**src/hw/rtl/sgm_pkg.sv**
```systemverilog
// ----------------------------------------------------------------------------
// sgm_pkg
// Shared constants, register indexes, mode codes and types for the
// stereo to surround gain mixer.
// ----------------------------------------------------------------------------
package sgm_pkg;

    localparam int SAMPLE_BITS_DEF = 24;
    localparam int COEF_W          = 24;
    localparam int FRAC_W          = 23;
    localparam int THR_W           = 23;
    localparam int MODE_W          = 2;
    localparam int INV_W           = COEF_W + 3;
    localparam int GAIN_OP_W       = COEF_W + 1;
    localparam int CFG_IDX_W       = 3;
    localparam int CFG_DATA_W      = COEF_W;
    localparam int PIPE_DEPTH      = 5;

    localparam logic [CFG_IDX_W-1:0] REG_INPUT_GAIN     = 3'd0;
    localparam logic [CFG_IDX_W-1:0] REG_HEADROOM_GAIN  = 3'd1;
    localparam logic [CFG_IDX_W-1:0] REG_LIMIT_THRESH   = 3'd2;
    localparam logic [CFG_IDX_W-1:0] REG_INVERT_DEGREE  = 3'd3;
    localparam logic [CFG_IDX_W-1:0] REG_INVERT_GAIN    = 3'd4;
    localparam logic [CFG_IDX_W-1:0] REG_FRONT_SCALE    = 3'd5;
    localparam logic [CFG_IDX_W-1:0] REG_SURROUND_SCALE = 3'd6;
    localparam logic [CFG_IDX_W-1:0] REG_OUTPUT_MODE    = 3'd7;

    localparam logic [MODE_W-1:0] MODE_BYPASS = 2'd0;
    localparam logic [MODE_W-1:0] MODE_2_0_0  = 2'd1;
    localparam logic [MODE_W-1:0] MODE_0_2_0  = 2'd2;
    localparam logic [MODE_W-1:0] MODE_3_2_0  = 2'd3;

    localparam logic [COEF_W-1:0] RST_INPUT_GAIN     = 24'd4204234;
    localparam logic [COEF_W-1:0] RST_HEADROOM_GAIN  = 24'd5938679;
    localparam logic [THR_W-1:0]  RST_LIMIT_THRESH   = 23'd8380219;
    localparam logic [COEF_W-1:0] RST_INVERT_GAIN    = 24'd8388608;
    localparam logic [COEF_W-1:0] RST_FRONT_SCALE    = 24'd4204234;
    localparam logic [COEF_W-1:0] RST_SURROUND_SCALE = 24'd6663271;
    localparam logic [MODE_W-1:0] RST_OUTPUT_MODE    = MODE_2_0_0;

    // 1.0 in Q.23, also the inverter coefficient with degree zero
    localparam logic signed [INV_W-1:0] INV_ONE = INV_W'(1) <<< FRAC_W;

    typedef struct packed {
        logic [COEF_W-1:0]       input_gain;
        logic [COEF_W-1:0]       headroom_gain;
        logic [THR_W-1:0]        limit_threshold;
        logic signed [INV_W-1:0] inv_coef;
        logic [COEF_W-1:0]       invert_gain;
        logic [COEF_W-1:0]       front_scale;
        logic [COEF_W-1:0]       surround_scale;
        logic [MODE_W-1:0]       output_mode;
    } t_cfg;

    typedef struct packed {
        logic [PIPE_DEPTH-1:0] load;
        logic [PIPE_DEPTH-1:0] valid;
    } t_pipe;

endpackage

```
**src/hw/rtl/sgm_mul_sat.sv**
```systemverilog
// ----------------------------------------------------------------------------
// sgm_mul_sat
// Signed sample times coefficient, floored by 2^23, clamped to [lo, hi].
// ----------------------------------------------------------------------------
module sgm_mul_sat #(
    parameter int A_W = 26,
    parameter int C_W = 25,
    parameter int O_W = 24
) (
    input  logic signed [A_W-1:0] i_a,
    input  logic signed [C_W-1:0] i_c,
    input  logic signed [O_W-1:0] i_lo,
    input  logic signed [O_W-1:0] i_hi,
    output logic signed [O_W-1:0] o_y
);

    localparam int P_W = A_W + C_W;
    localparam int Q_W = P_W - sgm_pkg::FRAC_W;

    logic signed [P_W-1:0] prod;
    logic signed [Q_W-1:0] q;
    logic signed [Q_W-1:0] lo_x;
    logic signed [Q_W-1:0] hi_x;
    logic signed [Q_W-1:0] q_sat;

    assign prod = P_W'(i_a) * P_W'(i_c);
    assign q    = prod[P_W-1:sgm_pkg::FRAC_W];
    assign lo_x = Q_W'(i_lo);
    assign hi_x = Q_W'(i_hi);

    always_comb begin
        priority if (q > hi_x) begin
            q_sat = hi_x;
        end else if (q < lo_x) begin
            q_sat = lo_x;
        end else begin
            q_sat = q;
        end
    end

    assign o_y = O_W'(q_sat);

endmodule

```
**config.mk**
```make
export PLATFORM = sky130hd
export DESIGN_NAME = sgm_mul_sat
export DESIGN_NICKNAME = d
export VERILOG_FILES = /design/src/hw/rtl/sgm_pkg.sv /design/src/hw/rtl/sgm_mul_sat.sv
export SDC_FILE = /design/constraint.sdc
export NUM_CORES = 2
export LEC_CHECK = 0
export BUFFER_PORTS_ARGS = -buffer_cell sky130_fd_sc_hd__buf_4
export CAP_MARGIN = 20
export CORE_UTILIZATION = 55
export DETAILED_ROUTE_END_ITERATION = 12
export PLACE_DENSITY = 0.76
export SLEW_MARGIN = 20
export SYNTH_ARGS = -nofsm -noshare
export SYNTH_HDL_FRONTEND = slang
export SYNTH_SLANG_ARGS = --single-unit
```
**constraint.sdc**
```tcl
create_clock -name vclk -period 15.7
set_input_delay 3.925 -clock vclk [all_inputs]
set_output_delay 3.925 -clock vclk [all_outputs]
set_load 0.1 [all_outputs]
```
==> qor.csv <==
stage,metric,value,unit
die,chipHeight,215,um
route,drt_iter0_drc,1219,
timing,tightest_slew,475,ps
synthesis,syn-cell-area,24900,sq um
worst_setup_path,crit_path_start_kind,input port,
worst_setup_path,crit_type,in2out,
placed_design,hpwl,58000,um
worst_setup_path,cp_top_family,adder cells,
die,die_area,46100,sq um
global_route,grt_antenna_before_repair,0,
die,fp.dieW,215,um
global_route,grt_pass1_wl,113000,um
run_status,status,finished with violations,
timing,period_minus_slack,16400,ps
timing,fmax,61.0,MHz
route,avgViaCountPerCell,5.51,
worst_setup_path,max_stage_delay,590,ps
timing,worst_slack,-702,ps
worst_setup_path,cp.arrival,12480,ps
synthesis,yosysWarnings,0,
synthesis,yosys-top-cells-area,"fa_1 (55%), inv_1 (11%), ha_1 (9.8%), and2_1 (8.2%), nand2_1 (5.2%)",
timing,setup_viol,24,
synthesis,syn-num-nets,3711,
route,wirelength,71000,um
placed_design,gp_congestion,0.948,
route,dr.pass1.iters,5,
die,initial_core_util,0.560,
clock_tree,hold_buffers,0,
worst_setup_path,cp_max_fo,15,
synthesis,yosysUniqueCellTypes,58,
run_status,violations,setup timing,
final_layout,clock_buffers,0,
worst_setup_path,slowest_stage,fa_1,
global_route,grt_pass1_vias,23119,
final_layout,synthToLayoutAreaGrowth,24.2,%
synthesis,synth_top_area_share,0.547,
synthesis,ys_seq_area_frac,0,
global_route,overflow,0,
timing,final-hold-violation-count,0,
final_layout,seqCellArea,0,sq um
final_layout,seq_cells,0,
die,ioPinCount,123,
worst_hold_path,hold_class,in2out,
final_layout,drive_above_1_share,0.233,
timing,rsz0062_at_grt,true,
die,core,44400,sq um
worst_setup_path,path_buf_inv,14,
flow_run,maxCapViolations,0,
timing,hold_slack,8260,ps
synthesis,syn_inst,2737,
global_route,grt_max_degree,26,
die,row_count,77,
worst_setup_path,crit_top_cell,fa_1,
final_layout,nets,4051,
route,wl_per_cell,19.4,um
global_route,grt.total_usage,0.308,
synthesis,synth_area_per_cell,9.09,sq um
route,antenna_left,0,
synthesis,synth_area_leader_cell,fa_1,
route,drc,0,
placed_design,port_buffers,123,
timing,fin_crit_sh,1.04,
worst_setup_path,cp.required,11770,ps
synthesis,synthTopCellsByCount,"inv_1 (717), fa_1 (680), nand2_1 (345)",
timing,maxSlewViolCount,0,
timing,slew_headroom,0.682,
route,vias,20194,
synthesis,yosys.cell_count.top_type,inv_1,
worst_setup_path,end_kind,primary output,
-- area by class of cell --
class	count	area, sq um
repair buffers	452	4260
fillers	3128	13500
inverters	718	2700
multi-input cells	1905	23200
diodes	1	2.50
well taps	592	741
-- layout by cell type, fill, tap and decap left out, types with 24 or more instances in the layout --
| cell | count |
|---|---|
| buf_4 | 343 |
| and2_1 | 299 |
| inv_1 | 693 |
| inv_2 | 24 |
| nor2_1 | 44 |
| fa_2 | 34 |
| and2_4 | 26 |
| nand2_1 | 330 |
| fa_1 | 646 |
| ha_4 | 24 |
| ha_1 | 168 |
| buf_6 | 47 |
| buf_12 | 42 |
-- per-layer routing --
metal,track usage,vias up,share of wire
met5,0,-,0
met4,0.135,0,0.056
met3,0.0264,265,0.056
met2,0.562,884,0.54
met1,0.370,10435,0.35
li1,-,8610,-
-- final timing paths --
| check | startpoint | to | slack (ps) | cells past startpoint |
|---|---|---|---|---|
| min | i_hi[20] | o_y[20] | 8260 | 4 |
| max | i_a[19] | o_y[10] | -700 | 37 |
-- worst min-delay path, delay by kind of cell --
| kind | cells | cell delay [ps] |
|---|---|---|
| AOI/OAI and AO/OA | 1 | 80 |
| and+or+nand+nor | 1 | 70 |
| buffers and inverters | 2 | 260 |
-- kinds of logic after synthesis --
| family | count (synthesis) | share of synthesized area |
|---|---|---|
| AO/OA/AOI/OAI | 169 | 0.0438 |
| XOR/XNOR | 42 | 0.0148 |
| adder cells (fa/ha/maj) | 875 | 0.645 |
| buffers and inverters | 834 | 0.127 |
| multiplexers | 20 | 0.00825 |
| AND/OR/NAND/NOR | 797 | 0.161 |
-- metrics by stage --
stage | TNS [ps] | util | setup WS, ps | std cells | area [sq um]
2_1_floorplan | -5310 | - | -443 | 2737 | 25500
3_3_place_gp | -15110 | 0.649 | -709 | 3621 | 28800
3_5_place_dp | -18570 | 0.649 | -835 | 3621 | 28800
4_1_cts | -9510 | 0.678 | -431 | 3653 | 30100
5_1_grt | -21000 | 0.696 | -950 | 3667 | 30900
6_report | -14860 | 0.696 | -702 | 3668 | 30900
-- repair_timing --
item                                    4_1_cts  5_1_grt
buffers inserted                             30       14
gates resized for setup                     269      153
pin swaps                                   117       51
endpoints found under the setup margin       24       24
cloned                                        2        1
Power is not shown: default switching activity piles up to over one toggle a cycle in this logic, so the estimate is an artifact.
