### src/hw/rtl/sgm_pkg.sv
// ----------------------------------------------------------------------------
// sgm_pkg
// Shared constants, register indexes, mode codes and types for the
// stereo to surround gain mixer.
// ----------------------------------------------------------------------------
package sgm_pkg;

    localparam int SAMPLE_BITS_DEF = 24;
    localparam int COEF_W          = 24;
    localparam int FRAC_W          = 23;
    localparam int THR_W           = 23;
    localparam int MODE_W          = 2;
    localparam int INV_W           = COEF_W + 3;
    localparam int GAIN_OP_W       = COEF_W + 1;
    localparam int CFG_IDX_W       = 3;
    localparam int CFG_DATA_W      = COEF_W;
    localparam int PIPE_DEPTH      = 5;

    localparam logic [CFG_IDX_W-1:0] REG_INPUT_GAIN     = 3'd0;
    localparam logic [CFG_IDX_W-1:0] REG_HEADROOM_GAIN  = 3'd1;
    localparam logic [CFG_IDX_W-1:0] REG_LIMIT_THRESH   = 3'd2;
    localparam logic [CFG_IDX_W-1:0] REG_INVERT_DEGREE  = 3'd3;
    localparam logic [CFG_IDX_W-1:0] REG_INVERT_GAIN    = 3'd4;
    localparam logic [CFG_IDX_W-1:0] REG_FRONT_SCALE    = 3'd5;
    localparam logic [CFG_IDX_W-1:0] REG_SURROUND_SCALE = 3'd6;
    localparam logic [CFG_IDX_W-1:0] REG_OUTPUT_MODE    = 3'd7;

    localparam logic [MODE_W-1:0] MODE_BYPASS = 2'd0;
    localparam logic [MODE_W-1:0] MODE_2_0_0  = 2'd1;
    localparam logic [MODE_W-1:0] MODE_0_2_0  = 2'd2;
    localparam logic [MODE_W-1:0] MODE_3_2_0  = 2'd3;

    localparam logic [COEF_W-1:0] RST_INPUT_GAIN     = 24'd4204234;
    localparam logic [COEF_W-1:0] RST_HEADROOM_GAIN  = 24'd5938679;
    localparam logic [THR_W-1:0]  RST_LIMIT_THRESH   = 23'd8380219;
    localparam logic [COEF_W-1:0] RST_INVERT_GAIN    = 24'd8388608;
    localparam logic [COEF_W-1:0] RST_FRONT_SCALE    = 24'd4204234;
    localparam logic [COEF_W-1:0] RST_SURROUND_SCALE = 24'd6663271;
    localparam logic [MODE_W-1:0] RST_OUTPUT_MODE    = MODE_2_0_0;

    // 1.0 in Q.23, also the inverter coefficient with degree zero
    localparam logic signed [INV_W-1:0] INV_ONE = INV_W'(1) <<< FRAC_W;

    typedef struct packed {
        logic [COEF_W-1:0]       input_gain;
        logic [COEF_W-1:0]       headroom_gain;
        logic [THR_W-1:0]        limit_threshold;
        logic signed [INV_W-1:0] inv_coef;
        logic [COEF_W-1:0]       invert_gain;
        logic [COEF_W-1:0]       front_scale;
        logic [COEF_W-1:0]       surround_scale;
        logic [MODE_W-1:0]       output_mode;
    } t_cfg;

    typedef struct packed {
        logic [PIPE_DEPTH-1:0] load;
        logic [PIPE_DEPTH-1:0] valid;
    } t_pipe;

endpackage

### src/hw/rtl/sgm_cfg_regs.sv
// ----------------------------------------------------------------------------
// sgm_cfg_regs
// Configuration register file. The inverter coefficient (1 - 2*degree)
// is formed at write time so the datapath sees a ready operand.
// ----------------------------------------------------------------------------
module sgm_cfg_regs (
    input  logic                             i_clk,
    input  logic                             i_rst_n,
    input  logic                             i_cfg_we,
    input  logic [sgm_pkg::CFG_IDX_W-1:0]    i_cfg_idx,
    input  logic [sgm_pkg::CFG_DATA_W-1:0]   i_cfg_data,
    output sgm_pkg::t_cfg                    o_cfg
);

    sgm_pkg::t_cfg r_cfg;
    sgm_pkg::t_cfg n_cfg;

    always_comb begin
        n_cfg = r_cfg;
        if (i_cfg_we) begin
            unique case (i_cfg_idx)
                sgm_pkg::REG_INPUT_GAIN:     n_cfg.input_gain = i_cfg_data;
                sgm_pkg::REG_HEADROOM_GAIN:  n_cfg.headroom_gain = i_cfg_data;
                sgm_pkg::REG_LIMIT_THRESH:
                    n_cfg.limit_threshold = i_cfg_data[sgm_pkg::THR_W-1:0];
                sgm_pkg::REG_INVERT_DEGREE:
                    n_cfg.inv_coef = sgm_pkg::INV_ONE - $signed({2'b00, i_cfg_data, 1'b0});
                sgm_pkg::REG_INVERT_GAIN:    n_cfg.invert_gain = i_cfg_data;
                sgm_pkg::REG_FRONT_SCALE:    n_cfg.front_scale = i_cfg_data;
                sgm_pkg::REG_SURROUND_SCALE: n_cfg.surround_scale = i_cfg_data;
                sgm_pkg::REG_OUTPUT_MODE:
                    n_cfg.output_mode = i_cfg_data[sgm_pkg::MODE_W-1:0];
                default:                     n_cfg = r_cfg;
            endcase
        end
    end

    always_ff @(posedge i_clk) begin
        if (!i_rst_n) begin
            r_cfg.input_gain      <= sgm_pkg::RST_INPUT_GAIN;
            r_cfg.headroom_gain   <= sgm_pkg::RST_HEADROOM_GAIN;
            r_cfg.limit_threshold <= sgm_pkg::RST_LIMIT_THRESH;
            r_cfg.inv_coef        <= sgm_pkg::INV_ONE;
            r_cfg.invert_gain     <= sgm_pkg::RST_INVERT_GAIN;
            r_cfg.front_scale     <= sgm_pkg::RST_FRONT_SCALE;
            r_cfg.surround_scale  <= sgm_pkg::RST_SURROUND_SCALE;
            r_cfg.output_mode     <= sgm_pkg::RST_OUTPUT_MODE;
        end else begin
            r_cfg <= n_cfg;
        end
    end

    assign o_cfg = r_cfg;

endmodule

### config.mk
export PLATFORM = sky130hd
export DESIGN_NAME = sgm_cfg_regs
export DESIGN_NICKNAME = d
export VERILOG_FILES = /design/src/hw/rtl/sgm_pkg.sv /design/src/hw/rtl/sgm_cfg_regs.sv
export SDC_FILE = /design/constraint.sdc
export NUM_CORES = 1
export LEC_CHECK = 0
export ABC_AREA = 0
export BUFFER_PORTS_ARGS = -buffer_cell sky130_fd_sc_hd__buf_2
export CORE_MARGIN = 2
export CORE_UTILIZATION = 51
export DETAILED_ROUTE_END_ITERATION = 10
export PLACE_DENSITY = 0.8
export SYNTH_ARGS = -nofsm -noshare
export SYNTH_HDL_FRONTEND = slang
export SYNTH_SLANG_ARGS = --single-unit
### constraint.sdc
create_clock -name i_clk -period 2.5 [get_ports i_clk]
set_clock_uncertainty 0.1 [all_clocks]
set_input_delay 0.375 -clock i_clk [delete_from_list [all_inputs] [get_ports i_clk]]
set_output_delay 0.375 -clock i_clk [all_outputs]
set_load 0.1 [all_outputs]
==> key figures <==
Status
  • Status: completed

STA
  • Setup TNS: 0 ps
  • Fin. Hold Viols: 0
  • Tmin final: approximately 1900 ps
  • Final worst path period share: 77.0%
  • Final Setup Violations: 0
  • RSZ-0062 raised after global routing: false
  • Pins Over Slew Limit: 0
  • Slew headroom: between 50% and 60%
  • Fmax: 519 MHz
  • Worst-margin pin slew: about 650 ps

Drt
  • Vias: 6605
  • Final wirelength: 21800 um
  • DRT iter0 DRCs: around 490
  • Number of remaining DRC errors: 0
  • Wire length per cell: 18.4 um
  • Antenna viol nets, final: 0
  • Drt via density: 5.56
  • TritonRoute pass-1 iters: 5

Setup path
  • Worst Path Required: approximately 2700 ps
  • Worst-path fanout max: 8
  • Crit Path Class: in2reg
  • Worst R2R Setup Slack: 1660 ps
  • Arrival @ worst endpoint: 2160 ps
  • Crit end category: flip-flop
  • Reg2reg path depth: 2
  • RR Endpoint: o_cfg[97]$_SDFFE_PN1P_
  • Crit Reg-Reg Startpoint: o_cfg[97]$_SDFFE_PN1P_
  • Critical Path Start Type: input port

Power
  • Max IR drop VDD: roughly 400 uV
  • Internal power: 4.65 mW
  • Power Dens Cells: 796 nW/um2
  • Clk pwr share: 41.6%
  • Switching share of power: 29.3%
  • Share of power burned in combinational logic: 15.5%
  • Seq pwr share: 42.9%
  • NetSw: 1.92 mW
  • Leakage power: 3.64 nW

Yosys
  • Ys async rst share: 0%
  • Part of the Yosys area used for sequential elements: between 50 and 60%
  • Synth top cells by count: nand2_1 (293), dfxtp_1 (170), a21oi_1 (89), nand3_1 (83), clkbuf_1 (71)
  • Post-Syn Nets: 864
  • Area leader, netlist: dfxtp_1
  • Count leader, synth: nand2_1
  • Top-area cell type share of the netlist area: 52.4%
  • Post-Syn Area: 6490 um2
  • Synth Warn #: 0
  • EDFF count, synth: 0
  • Post-synth cell types: 45
  • Top cells by area, synth: dfxtp_1 (52%), nand2_1 (17%), a21oi_1 (6.9%), nand3_1 (6.4%), clkbuf_1 (4.1%)
  • Syn Area/Cell: about 7.8 um2
  • Mapped Cells: 833
  • Synth Register Bits: 170
  • Post-synth top flop: dfxtp_1

Clock tree
  • CTS root buf: clkbuf_16
  • CTS tree: yes
  • Clock Latency Late Sink: 410 ps
  • Post_cts resized: 0
  • CTS max path bufs: 2
  • Postcts setup bufs: 0
  • Post-CTS Hold Buffers: 0
  • Worst-path clk slew: 60 ps
  • Clock buffer count from CTS: 17
  • Clk sink count: 170
  • Total number of H-tree levels: 4

Layout
  • Fin nets: 1037
  • Layout Cells excl Fill: 1187
  • Largest register FFs: 170
  • Antenna diodes: 0
  • FILL cells: 1132
  • Layout cells sized above 1: 26.5%
  • Layout area overhead: 27.2%

Die
  • Die width: 117 um
  • Full die area: 13700 um2
  • Number of cell rows: 41
  • Area of the core: 12500 um2
  • Io pins: 202
  • Starting Density: about half
  • Chip height: roughly 120 um

Min path
  • Hold Path Depth: 3
  • Hold endpoint: o_cfg[51]$_SDFFE_PN0P_
  • Hold WC Path Type: in2reg
  • Hold Crit Start: i_cfg_data[1]

Placement
  • DP HPWL: 14800 um
  • Gpl congestion: 0.897
  • Placed Instances: 1159
  • Port bufs: 200

Global routing
  • Global-route wire length before repair: 32300 um
  • Largest net degree at the start of global routing: 85
  • Gr ovfl total: 0
  • Vias in the first global route: 5846
  • Initial antenna violation count: 0
  • GRT Total Usage: 31.4%

Job
  • Max Cap Violations: 0
==> worst max-delay path, cell delays in order <==
cell	delay, ps
buf_2	170
inv_1	100
ha_1	200
or3b_2	520
nor4_2	370
a2111oi_0	180
nor3_1	230
==> layout by cell type (no fill, tap or decap), types with 2 or more instances in the layout <==
cell type   netlist  final
nand2_1         293    293
buf_2             2    200
dfxtp_1         170    170
a21oi_1          89     89
nand3_1          83     83
buf_4             2     32
o211ai_1         17     17
clkbuf_16         0     17
nor2_1           14     14
nor3_1           11      9
o21ai_0           8      8
inv_1             6      5
nand4_1           5      5
or3_1             5      5
xnor2_1           5      5
nor4_1            4      4
bufinv_16         0      4
nand2b_1          3      3
nor2b_1           3      3
or4_1             3      3
a2111o_1          3      3
o2111ai_1         3      3
o311ai_1          3      3
xor2_1            3      3
nor3_2            0      2
nor3b_1           2      2
or4_4             2      2
o21ai_1           2      2
o31ai_1           2      2
clkbuf_1         71      2
clkinvlp_4        0      2
clkbuf_8          0      2
==> cell families after synthesis <==
| family | after synthesis | share of synthesized area [%] |
|---|---|---|
| compound gates | 132 | 11.9 |
| flops | 170 | 52.4 |
| simple gates | 436 | 29.1 |
| buf+inv | 85 | 5.32 |
| other cells | 1 | 0.0577 |
| fa+ha+maj | 1 | 0.193 |
| xor+xnor | 8 | 1.08 |
==> layer usage <==
metal | track usage [%] | vias to the layer above | part of all wire (%)
li1 | - | 3109 | -
met1 | 40.4 | 3082 | 41
met2 | 48.0 | 341 | 45
met3 | 9.99 | 73 | 10
met4 | 15.5 | 0 | 4.4
met5 | 0 | - | 0
==> worst max-delay path by stage <==
| stage | slack (ps) | startpoint | cells after the start | endpoint |
|---|---|---|---|---|
| global placement | 290 | i_cfg_data[0] | 7 | o_cfg[97]$_SDFFE_PN1P_ |
| finish | 570 | i_cfg_data[0] | 7 | o_cfg[97]$_SDFFE_PN1P_ |
| CTS | 600 | i_cfg_data[0] | 7 | o_cfg[97]$_SDFFE_PN1P_ |
| floorplan | 390 | i_cfg_data[0] | 7 | o_cfg[97]$_SDFFE_PN1P_ |
| detailed placement | 170 | i_cfg_data[0] | 7 | o_cfg[97]$_SDFFE_PN1P_ |
| global route | 530 | i_cfg_data[0] | 7 | o_cfg[97]$_SDFFE_PN1P_ |
==> final cells by class <==
cell class / instances / area, um2 / area share (%)
tap: 172 / 215 / 2.60
multi-input combinational: 578 / 2760 / 33.4
inverter: 6 / 22.5 / 0.273
clock inverter: 7 / 144 / 1.74
clock buffer: 21 / 460 / 5.57
timing repair buffer: 233 / 1260 / 15.3
sequential: 170 / 3400 / 41.2
==> through the flow <==
| step | setup WS, ps | hold WS (ps) | utilization, % | power (mW) | area (um2) |
|---|---|---|---|---|---|
| final | 574 | 172 | 66.0 | 6.58 | 8260 |
| after global routing | 531 | 171 | 66.0 | 6.74 | 8260 |
| after CTS | 603 | 158 | 66.0 | 6.57 | 8260 |
| after detailed placement | 165 | 345 | 61.2 | 3.89 | 7660 |
| after global placement | 290 | 338 | 61.2 | 3.88 | 7660 |
| after floorplan | 386 | 411 | - | 3.67 | 6490 |
==> power by group through the flow <==
stage / sequential [mW] / combinational, mW / clock, mW
global route: 2.83 / 1.06 / 2.85
detailed placement: 2.88 / 1.01 / 0
global placement: 2.88 / 1.00 / 0
CTS: 2.82 / 1.01 / 2.74
finish: 2.82 / 1.02 / 2.74
floorplan: 3.41 / 0.259 / 0
Note: power is estimated with default switching activity, not from simulation.
