**src/hw/rtl/sgm_pkg.sv**
```systemverilog
// ----------------------------------------------------------------------------
// sgm_pkg
// Shared constants, register indexes, mode codes and types for the
// stereo to surround gain mixer.
// ----------------------------------------------------------------------------
package sgm_pkg;

    localparam int SAMPLE_BITS_DEF = 24;
    localparam int COEF_W          = 24;
    localparam int FRAC_W          = 23;
    localparam int THR_W           = 23;
    localparam int MODE_W          = 2;
    localparam int INV_W           = COEF_W + 3;
    localparam int GAIN_OP_W       = COEF_W + 1;
    localparam int CFG_IDX_W       = 3;
    localparam int CFG_DATA_W      = COEF_W;
    localparam int PIPE_DEPTH      = 5;

    localparam logic [CFG_IDX_W-1:0] REG_INPUT_GAIN     = 3'd0;
    localparam logic [CFG_IDX_W-1:0] REG_HEADROOM_GAIN  = 3'd1;
    localparam logic [CFG_IDX_W-1:0] REG_LIMIT_THRESH   = 3'd2;
    localparam logic [CFG_IDX_W-1:0] REG_INVERT_DEGREE  = 3'd3;
    localparam logic [CFG_IDX_W-1:0] REG_INVERT_GAIN    = 3'd4;
    localparam logic [CFG_IDX_W-1:0] REG_FRONT_SCALE    = 3'd5;
    localparam logic [CFG_IDX_W-1:0] REG_SURROUND_SCALE = 3'd6;
    localparam logic [CFG_IDX_W-1:0] REG_OUTPUT_MODE    = 3'd7;

    localparam logic [MODE_W-1:0] MODE_BYPASS = 2'd0;
    localparam logic [MODE_W-1:0] MODE_2_0_0  = 2'd1;
    localparam logic [MODE_W-1:0] MODE_0_2_0  = 2'd2;
    localparam logic [MODE_W-1:0] MODE_3_2_0  = 2'd3;

    localparam logic [COEF_W-1:0] RST_INPUT_GAIN     = 24'd4204234;
    localparam logic [COEF_W-1:0] RST_HEADROOM_GAIN  = 24'd5938679;
    localparam logic [THR_W-1:0]  RST_LIMIT_THRESH   = 23'd8380219;
    localparam logic [COEF_W-1:0] RST_INVERT_GAIN    = 24'd8388608;
    localparam logic [COEF_W-1:0] RST_FRONT_SCALE    = 24'd4204234;
    localparam logic [COEF_W-1:0] RST_SURROUND_SCALE = 24'd6663271;
    localparam logic [MODE_W-1:0] RST_OUTPUT_MODE    = MODE_2_0_0;

    // 1.0 in Q.23, also the inverter coefficient with degree zero
    localparam logic signed [INV_W-1:0] INV_ONE = INV_W'(1) <<< FRAC_W;

    typedef struct packed {
        logic [COEF_W-1:0]       input_gain;
        logic [COEF_W-1:0]       headroom_gain;
        logic [THR_W-1:0]        limit_threshold;
        logic signed [INV_W-1:0] inv_coef;
        logic [COEF_W-1:0]       invert_gain;
        logic [COEF_W-1:0]       front_scale;
        logic [COEF_W-1:0]       surround_scale;
        logic [MODE_W-1:0]       output_mode;
    } t_cfg;

    typedef struct packed {
        logic [PIPE_DEPTH-1:0] load;
        logic [PIPE_DEPTH-1:0] valid;
    } t_pipe;

endpackage

```
**src/hw/rtl/sgm_pipe_ctl.sv**
```systemverilog
// ----------------------------------------------------------------------------
// sgm_pipe_ctl
// Valid bits and per-stage load enables for the datapath. A stage loads
// when it is empty or the stage after it moves, so bubbles close up.
// ----------------------------------------------------------------------------
module sgm_pipe_ctl (
    input  logic          i_clk,
    input  logic          i_rst_n,
    input  logic          i_in_valid,
    input  logic          i_out_ready,
    output logic          o_in_ready,
    output sgm_pkg::t_pipe o_pipe
);

    localparam int D = sgm_pkg::PIPE_DEPTH;

    logic [D-1:0] r_valid;
    logic [D-1:0] n_valid;
    logic [D:0]   rdy;

    always_comb begin
        rdy[D] = i_out_ready;
        for (int k = D - 1; k >= 0; k--) begin
            rdy[k] = !r_valid[k] || rdy[k+1];
        end
        n_valid = r_valid;
        for (int k = 0; k < D; k++) begin
            if (rdy[k]) begin
                n_valid[k] = (k == 0) ? i_in_valid : r_valid[(k == 0) ? 0 : k - 1];
            end
        end
    end

    always_ff @(posedge i_clk) begin
        if (!i_rst_n) begin
            r_valid <= '0;
        end else begin
            r_valid <= n_valid;
        end
    end

    assign o_in_ready   = rdy[0];
    assign o_pipe.load  = rdy[D-1:0];
    assign o_pipe.valid = r_valid;

`ifndef SYNTHESIS
    a_stall_only_when_full: assert property (@(posedge i_clk) disable iff (!i_rst_n)
        !o_in_ready |-> (&r_valid) && !i_out_ready)
        else $error("input held off while a stage is empty");
    a_last_held: assert property (@(posedge i_clk) disable iff (!i_rst_n)
        r_valid[D-1] && !i_out_ready |=> r_valid[D-1])
        else $error("stalled result lost");
`endif

endmodule

```
**config.mk**
```make
export PLATFORM = sky130hd
export DESIGN_NAME = sgm_pipe_ctl
export DESIGN_NICKNAME = d
export VERILOG_FILES = /design/src/hw/rtl/sgm_pkg.sv /design/src/hw/rtl/sgm_pipe_ctl.sv
export SDC_FILE = /design/constraint.sdc
export NUM_CORES = 1
export LEC_CHECK = 0
export BUFFER_PORTS_ARGS = -buffer_cell sky130_fd_sc_hd__buf_2
export CAP_MARGIN = 20
export CORE_AREA = 10 10 47 49
export DETAILED_ROUTE_END_ITERATION = 7
export DIE_AREA = 0 0 57 59
export SLEW_MARGIN = 20
export SYNTH_ARGS = -nofsm -noshare
export SYNTH_HDL_FRONTEND = slang
export SYNTH_SLANG_ARGS = --single-unit
```
**constraint.sdc**
```tcl
create_clock -name i_clk -period 2.5 [get_ports i_clk]
set_input_delay 0.5 -clock i_clk [delete_from_list [all_inputs] [get_ports i_clk]]
set_output_delay 0.5 -clock i_clk [all_outputs]
set_load 0.02 [all_outputs]
```
==> flow_metrics.tcl, run 1 <==
set metrics [dict create \
    synth_commonest_cells "5 x dfxtp_1, 4 x nand2_1, 3 x o21a_1" \
    die_x_um 57 \
    worst_skew_pair.late_latency_ns 0.23 \
    rows 14 \
    finalHoldViolCount 0 \
    fin_area_um2 319 \
    post_dp_cell_area_um2 293 \
    grt_pass1_wl_um 924 \
    critical_path.startpoint_type "input port" \
    placement.setup.worst_slack_ns 0.801 \
    cts_max_path_buffers 2 \
    postSynthNetCount 27 \
    dr.pass1.iters 3 \
    detailed_place_hpwl_um 499 \
    area_added_between_synthesis_and_finish_pct 51.8 \
    cts_tree "built" \
    worst_ep_required_time_ns 2.00 \
    portbufs 14 \
    fin_setup_tns_ns 0 \
    yosys_cell_types 12 \
    seqPwrFrac_pct 44.7 \
    fin_total_pwr_mw 0.190 \
    core_region_area_mm2 0.00140 \
    ys_seq_elements 5 \
    arrival_ns 1.20 \
    synth_top_cells_by_area "dfxtp_1 48%, o21a_1 11%, nand2_1 7.1%" \
    crit_path_max_fanout 4 \
    syn-mean-instance-area_um2 9.14 \
    routed_wire_length_per_instance_um 10.4 \
    routabilityCongestion 0.583 \
    worstSetupPathType "in -> out" \
    proportion_of_power_drawn_by_combinational_gates_pct 6.9 \
    timing.final.crit_period_ns 1.70 \
    antenna_cells 0 \
    antenna_found_initial 0 \
    timing.slew.headroom_pct 88.6 \
    hold-worst-slack_ns 0.469 \
    clockRootBuffer "clkbuf_4" \
    final-setup-viol-count 0 \
    totalWireLength_um 580 \
    vertical_die_dimension_um 59 \
    async_flop_share_pct 0 \
    clkSinkCount 5 \
    worstMarginPinSlew_ns 0.171 \
    layout-drive-gt1-share_pct 55.0 \
    top_register "r_valid" \
    layout.filler_cells 171 \
    cts_resized 0 \
    area_of_the_die_mm2 0.00336 \
    post_route_fraction_of_the_period_consumed_by_the_critical_path_pct 67.8 \
    start_util_pct 15.0 \
    cts.reportedPaths.clkPinSlew_ns 0.04 \
    internal-power_mw 0.148 \
    hp-class "in -> reg" \
    cts_inserted_buffers 3 \
    flip_flop_count_of_the_largest_register_after_layout 5 \
    end_kind "output pin" \
    max_cap_viol_count 0 \
    clock_power_share_pct 48.5 \
    cts_stage_hold_buffer_count 0 \
    synth_most_common_cell "dfxtp_1" \
    worst_ir_drop_vdd_mv 0.112 \
    h-tree-depth 1 \
    static-leakage-power_nw 0.142 \
    drt-vias-per-instance 3.66 \
    syn_inst 23 \
    netlist.top_cell.by_area "dfxtp_1" \
    yosysSeqAreaShare_pct 47.6 \
    fmax_ghz 0.590 \
    postCtsSetupRepairBufs 0 \
    grt_pass1_vias 228 \
    dominantRegCellSynth "dfxtp_1" \
    global_route.overflow_total 0 \
    layout.nets 45 \
    grt_start_max_net_pins 8 \
    final_antenna_net_count 0 \
    net_switching_power_of_the_design_mw 0.0415 \
    outcome "finished, final reports clean" \
    final-max-slew-violation-count 0 \
    grt_use_total_pct 3.63 \
    setup_ws_ns 0.804 \
    clock-skew-final_ns 0.000560 \
    area_fraction_of_the_dominant_cell_type_after_synthesis_pct 47.6 \
    synth_enable_flop_cells 0 \
    unrepaired_setup_endpoints_after_global_routing "false" \
    top_regs "r_valid: 5 flops" \
    routed-via-count 205 \
    power.share.switching_pct 21.9 \
    route.detailed.drc 0 \
    pwr_density_cell_mw_per_mm2 595 \
    io_pins 15 \
    synth.yosys.warnings 0 \
    drt_iter0_markers 5 \
    syn_area_um2 210 \
]
[final cells by class]
class / instances / area [um2] / share of cell area, %
Sequential cell: 5 / 100 / 31.4
Multi-Input combinational cell: 14 / 91.3 / 28.6
Timing Repair Buffer: 14 / 70.1 / 22.0
Clock buffer: 4 / 26.3 / 8.24
Tap cell: 16 / 20.0 / 6.27
Inverter: 3 / 11.3 / 3.53
[critical path, cell delays in order]
cell,delay [ns]
buf_2,0.11
and4b_2,0.32
nand3_1,0.10
buf_2,0.17
[power groups by stage]
| stage | combinational (mW) | sequential [mW] | clock (mW) |
|---|---|---|---|
| global placement | 0.0132 | 0.0864 | 0 |
| global route | 0.0146 | 0.0853 | 0.0976 |
| detailed placement | 0.0134 | 0.0863 | 0 |
| finish | 0.0131 | 0.0848 | 0.0920 |
| CTS | 0.0135 | 0.0848 | 0.0945 |
| floorplan | 0.00339 | 0.0890 | 0 |
[kinds of logic after synthesis]
group / share of synthesized area [%]
buffers and inverters: 8.93
AOI/OAI and AO/OA: 17.3
and+or+nand+nor: 26.2
DFF: 47.6
[stage by stage]
stage / cells / utilization [%]
6_report: 56 / 22.8
2_1_floorplan: 23 / -
3_5_place_dp: 52 / 20.9
4_1_cts: 56 / 22.8
3_3_place_gp: 52 / 20.9
5_1_grt: 56 / 22.8
[cell usage in the layout (no fill, tap or decap)]
cell      instances
buf_2            14
clkbuf_4          3
o21a_1            3
dfxtp_1           5
and3b_2           1
nand3_1           2
nand2_1           4
inv_1             2
and2b_2           1
and4b_2           1
o21ai_1           1
inv_2             1
o21ai_2           1
clkbuf_1          1
[worst paths after layout]
path | from | to | slack, ns | cells past startpoint
hold reg to reg | r_valid[0]$_SDFFE_PN0P_ | r_valid[1]$_SDFFE_PN0P_ | 0.48 | 2
setup reg to reg | r_valid[4]$_SDFFE_PN0P_ | r_valid[0]$_SDFFE_PN0P_ | 1.62 | 3
hold / removal | i_in_valid | r_valid[0]$_SDFFE_PN0P_ | 0.47 | 3
setup / recovery | i_out_ready | o_pipe[5] | 0.80 | 4
[per-layer routing]
layer | wire length (um) | track usage (%) | vias up
met3 | 73 | 3.22 | 0
met4 | 0 | 2.01 | 0
met5 | 0 | 0 | -
met2 | 285 | 6.05 | 7
li1 | - | - | 110
met1 | 221 | 2.86 | 88
Note: power is estimated with default switching activity, not from simulation.
==> inputs of run 2 (changes only) <==
- ABC_AREA: not set -> 1
- clock period: 2.5 -> 1.45 ns (I/O delays scaled with it)
==> flow_metrics.tcl, run 2 <==
set metrics [dict create \
    clockRootBuffer "clkbuf_4" \
    post_route_fraction_of_the_period_consumed_by_the_critical_path_pct 96.1 \
    portbufs 14 \
    top_regs "r_valid: 5 flops" \
    layout.nets 45 \
    drt_iter0_markers 4 \
    unrepaired_setup_endpoints_after_global_routing "true" \
    cts_inserted_buffers 3 \
    cts_stage_hold_buffer_count 0 \
    static-leakage-power_nw 0.140 \
    global_route.overflow_total 0 \
    critical_path.slowest_cell "dfxtp_2" \
    cts.reportedPaths.clkPinSlew_ns 0.04 \
    clock-skew-final_ns 0.00296 \
    path_cells "nand3_4 -> nor2_4 -> nand3_2 -> buf_2" \
    core_region_area_mm2 0.00140 \
    fin_setup_tns_ns 0 \
    dominantRegCellSynth "dfxtp_1" \
    rows 14 \
    crit_path_max_fanout 4 \
    syn_inst 23 \
    antenna_found_initial 0 \
    mostFrequentLayoutCell "buf_2" \
    io_pins 15 \
    final-max-slew-violation-count 0 \
    final_antenna_net_count 0 \
    synth.yosys.warnings 0 \
    postCtsSetupRepairBufs 0 \
    end_kind "output pin" \
    route.detailed.drc 0 \
    hp-class "in -> reg" \
    postSynthNetCount 27 \
    timing.slew.headroom_pct 89.3 \
    worstSetupPathType "reg -> out" \
    arrival_ns 1.10 \
    drt-vias-per-instance 3.59 \
    top_register "r_valid" \
    routed_wire_length_per_instance_um 10.4 \
    vertical_die_dimension_um 59 \
    max_cap_viol_count 0 \
    worst_skew_pair.late_latency_ns 0.24 \
    clkSinkCount 5 \
    flip_flop_count_of_the_largest_register_after_layout 5 \
    syn_area_um2 206 \
    final-setup-viol-count 0 \
    area_of_the_die_mm2 0.00336 \
    totalWireLength_um 581 \
    grt_use_total_pct 3.73 \
    routabilityCongestion 0.649 \
    worstMarginPinSlew_ns 0.160 \
    cts_max_path_buffers 2 \
    h-tree-depth 1 \
    layout.core_utilization_pct 23.2 \
    ys_seq_elements 5 \
    start_util_pct 14.7 \
    detailed_place_hpwl_um 488 \
    layout_common_cells "14 x buf_2, 7 x inv_1, 3 x a21oi_1, 3 x clkbuf_4, 3 x dfxtp_1" \
    timing.final.crit_period_ns 1.39 \
    fmax_ghz 0.717 \
    synth_top_cells_by_area "dfxtp_1 48%, inv_1 13%, nand3_2 9.7%" \
    hold-worst-slack_ns 0.269 \
    worst_ep_required_time_ns 1.16 \
    routed-via-count 201 \
    async_flop_share_pct 0 \
    antenna_cells 0 \
    netlist.top_cell.by_area "dfxtp_1" \
    worst_ir_drop_vdd_mv 0.398 \
    yosys_cell_types 10 \
    synth_most_common_cell "inv_1" \
    yosysSeqAreaShare_pct 48.5 \
    critical-path-max-stage-delay_ns 0.35 \
    area_added_between_synthesis_and_finish_pct 57.6 \
    grt_start_max_net_pins 5 \
    synth_commonest_cells "7 x inv_1, 5 x dfxtp_1, 3 x a21oi_1" \
    synth_enable_flop_cells 0 \
    area_fraction_of_the_dominant_cell_type_after_synthesis_pct 48.5 \
    grt_pass1_wl_um 876 \
    pwr_density_cell_mw_per_mm2 1020 \
    dr.pass1.iters 2 \
    outcome "finished, final reports clean" \
    cts_tree "built" \
    die_x_um 57 \
    syn-mean-instance-area_um2 8.98 \
    grt_pass1_vias 214 \
    critical_path.startpoint_type "flop" \
    layout-drive-gt1-share_pct 60.0 \
    finalHoldViolCount 0 \
]
==> run 2: cell count changes after synthesis, sizes merged <==
cell   previous run  this run
a21oi             0         4
and2b             1         0
and3b             1         0
and4b             1         0
inv               3         7
nand2             4         2
nor2              0         1
o21a              3         1
o21ai             2         0
==> run 2: path summary, 6_finish.rpt <==
kind                                 from                      end  slack, ns  depth (start not counted)
setup / recovery  r_valid[3]$_SDFFE_PN0P_                o_pipe[5]       0.06                          4
hold / removal                    i_rst_n  r_valid[2]$_SDFFE_PN0P_       0.27                          2
setup reg to reg  r_valid[3]$_SDFFE_PN0P_  r_valid[0]$_SDFFE_PN0P_       0.59                          4
hold reg to reg   r_valid[3]$_SDFFE_PN0P_  r_valid[4]$_SDFFE_PN0P_       0.47                          2
==> run 2: repair_timing <==
item | CTS | global route
gates resized for setup | 0 | 0
hold endpoints to repair | 0 | 0
endpoints found under the setup margin | 0 | 2
==> run 2: per-layer routing <==
| metal | part of all wire [%] | wire length, um | GRT usage (%) | vias to the layer above |
|---|---|---|---|---|
| li1 | - | - | - | 104 |
| met1 | 38 | 223 | 2.99 | 81 |
| met2 | 36 | 208 | 4.19 | 16 |
| met3 | 26 | 149 | 6.65 | 0 |
| met4 | 0 | 0 | 1.01 | 0 |
| met5 | 0 | 0 | 0 | - |
==> run 2: critical path, delay by kind of cell, from the launching register on <==
| family | cells | cell delay (ns) |
|---|---|---|
| AND/OR/NAND/NOR | 3 | 0.33 |
| buffers and inverters | 1 | 0.18 |
| flip-flops | 1 | 0.35 |
==> run 2: cell type report <==
cell class,count,area [um2]
tap,16,20.0
clock buffer,4,26.3
timing repair buffer,14,70.1
inverter,7,26.3
sequential,5,103
fill,161,1080
multi-input combinational,10,80.1
==> run 2: kinds of logic (layout without fill, tap and decap cells) <==
family | count (synthesis) | count (layout) | synth area share [%]
buf+inv | 8 | 25 | 16.4
compound gates | 5 | 5 | 15.2
flops | 5 | 5 | 48.5
simple gates | 5 | 5 | 20.0
==> run 2: where the power goes <==
part / switching (mW) / total [mW] / internal, mW
logic: 0.0146 / 0.0235 / 0.00892
clock network: 0.0581 / 0.162 / 0.104
registers: 0.00403 / 0.147 / 0.142
==> run 2: stage by stage <==
step	worst slack [ns]	total power [mW]	instances	area, um2
after floorplan	0.0944	0.162	23	216
after global placement	0.192	0.173	52	299
after detailed placement	0.155	0.173	52	299
after CTS	0.0194	0.344	56	325
after global routing	-0.0360	0.354	56	325
final	0.0560	0.332	56	325
==> inputs of run 3 (changes only) <==
- clock period: 1.45 -> 1.2 ns (I/O delays scaled with it)
==> flow_metrics.tcl, run 3 (synthesized netlist as in run 2, its figures left out) <==
set metrics [dict create \
    outcome "complete, but fails checks" \
    failed_checks "setup timing" \
    totalWireLength_um 638 \
    post_route_fraction_of_the_period_consumed_by_the_critical_path_pct 108 \
    grt_use_total_pct 4.10 \
    io_pins 15 \
    top_register "r_valid" \
    layout.nets 52 \
    clock-skew-final_ns 0.00182 \
    hold-worst-slack_ns 0.219 \
    max_cap_viol_count 0 \
    layout_common_cells "8 x buf_2, 7 x inv_1, 7 x buf_4, 6 x buf_6" \
    antenna_cells 0 \
    setup_ws_ns -0.101 \
    crit_buf_inv 1 \
    routed-via-count 228 \
    worst_ep_required_time_ns 0.96 \
    worst_ir_drop_vdd_mv 0.307 \
    worstSetupPathType "reg -> out" \
    worst_setup_path_startpoint "r_valid[4]$_SDFFE_PN0P_" \
    cts_tree "built" \
    fin_total_pwr_mw 0.401 \
    grt_pass1_wl_um 1010 \
    routed_wire_length_per_instance_um 10.1 \
    regToRegEndpoint "r_valid[0]$_SDFFE_PN0P_" \
    h-tree-depth 1 \
    cts_inserted_buffers 3 \
    drt-vias-per-instance 3.62 \
    cpMostUsedCell "nand3_4" \
    detailed_place_hpwl_um 503 \
    grt_start_max_net_pins 5 \
    crit_path_max_fanout 4 \
    path_depth 4 \
    cts.reportedPaths.clkPinSlew_ns 0.05 \
    static-leakage-power_nw 0.195 \
    critical-path-max-stage-delay_ns 0.35 \
    timing.slew.headroom_pct 86.5 \
    finalHoldViolCount 0 \
    top_regs "r_valid: 5 flops" \
    dr.pass1.iters 1 \
    worst_r2r_startpoint "r_valid[4]$_SDFFE_PN0P_" \
    clkSinkCount 5 \
    final-setup-viol-count 4 \
    end_kind "output pin" \
    mostFrequentLayoutCell "buf_2" \
    global_route.overflow_total 0 \
    drt_iter0_markers 0 \
    flip_flop_count_of_the_largest_register_after_layout 5 \
    final_antenna_net_count 0 \
    cp_top_family "flip-flops" \
    clockRootBuffer "clkbuf_4" \
    grt_pass1_vias 258 \
    timing.final.crit_period_ns 1.30 \
    layout.filler_cells 163 \
    endpoint "o_in_ready" \
    area_added_between_synthesis_and_finish_pct 107 \
    fin_setup_tns_ns -0.325 \
    layout.core_utilization_pct 30.5 \
    critical_path.startpoint_type "flop" \
    critical_path.slowest_cell "dfxtp_4" \
    r2r.worst_path.cells 6 \
    rows 14 \
    final-max-slew-violation-count 0 \
    routabilityCongestion 0.618 \
    route.detailed.drc 0 \
    core_region_area_mm2 0.00140 \
    cts_max_path_buffers 2 \
    portbufs 14 \
    layout-drive-gt1-share_pct 66.0 \
    r2r_slack_ns 0.11 \
    pwr_density_cell_mw_per_mm2 938 \
    unrepaired_setup_endpoints_after_global_routing "true" \
    die_x_um 57 \
    worstMarginPinSlew_ns 0.203 \
    vertical_die_dimension_um 59 \
    hp-class "in -> reg" \
    worst_skew_pair.late_latency_ns 0.24 \
    area_of_the_die_mm2 0.00336 \
    fmax_ghz 0.768 \
    arrival_ns 1.06 \
    start_util_pct 14.7 \
    path_cells "nand3_4 -> nor2_4 -> nand3_4 -> buf_6" \
    antenna_found_initial 0 \
]
run 3: how the worst min path moves through the flow:
stage	cells past startpoint	end	from	slack, ns
after global placement	2	r_valid[2]$_SDFFE_PN0P_	i_rst_n	0.46
after CTS	2	r_valid[2]$_SDFFE_PN0P_	i_rst_n	0.21
after global routing	2	r_valid[2]$_SDFFE_PN0P_	i_rst_n	0.22
after floorplan	1	r_valid[2]$_SDFFE_PN0P_	i_rst_n	0.36
after detailed placement	2	r_valid[2]$_SDFFE_PN0P_	i_rst_n	0.46
final	2	r_valid[2]$_SDFFE_PN0P_	i_rst_n	0.22
run 3: report_power, final:
part,switching [mW],total [mW],internal (mW)
Sequential,0.00555,0.174,0.168
Combinational,0.0185,0.0307,0.0122
Clock,0.0711,0.197,0.126
Total,0.0952,0.401,0.306
run 3: stage by stage:
| step | worst slack (ns) | instance area, um2 | std cells |
|---|---|---|---|
| 2_1_floorplan | -0.0318 | 233 | 23 |
| 3_3_place_gp | -0.0135 | 327 | 54 |
| 3_5_place_dp | -0.0199 | 327 | 54 |
| 4_1_cts | -0.126 | 409 | 61 |
| 5_1_grt | -0.165 | 428 | 63 |
| 6_report | -0.101 | 428 | 63 |
run 3: routing by layer:
metal  vias to the layer above  track usage [%]  share of wire (%)
li1                        118                -                  -
met1                       101             2.96                 35
met2                         9             6.20                 47
met3                         0             3.86                 17
met4                         0             4.03                  0
met5                         -                0                  0
run 3: final cells by class:
class | instances | area [um2] | area share, %
multi-input cells | 10 | 87.6 | 20.5
inverters | 7 | 26.3 | 6.14
repair buffers | 21 | 160 | 37.4
clock buffers | 4 | 26.3 | 6.14
flip-flops and latches | 5 | 108 | 25.1
well taps | 16 | 20.0 | 4.68
run 3: repair_timing:
action | in CTS | in global routing
resized for setup | 11 | 1
setup buffers | 3 | 2
hold buffers | 0 | 0
setup endpoints to repair | 5 | 6
pin swaps | 1 | 0
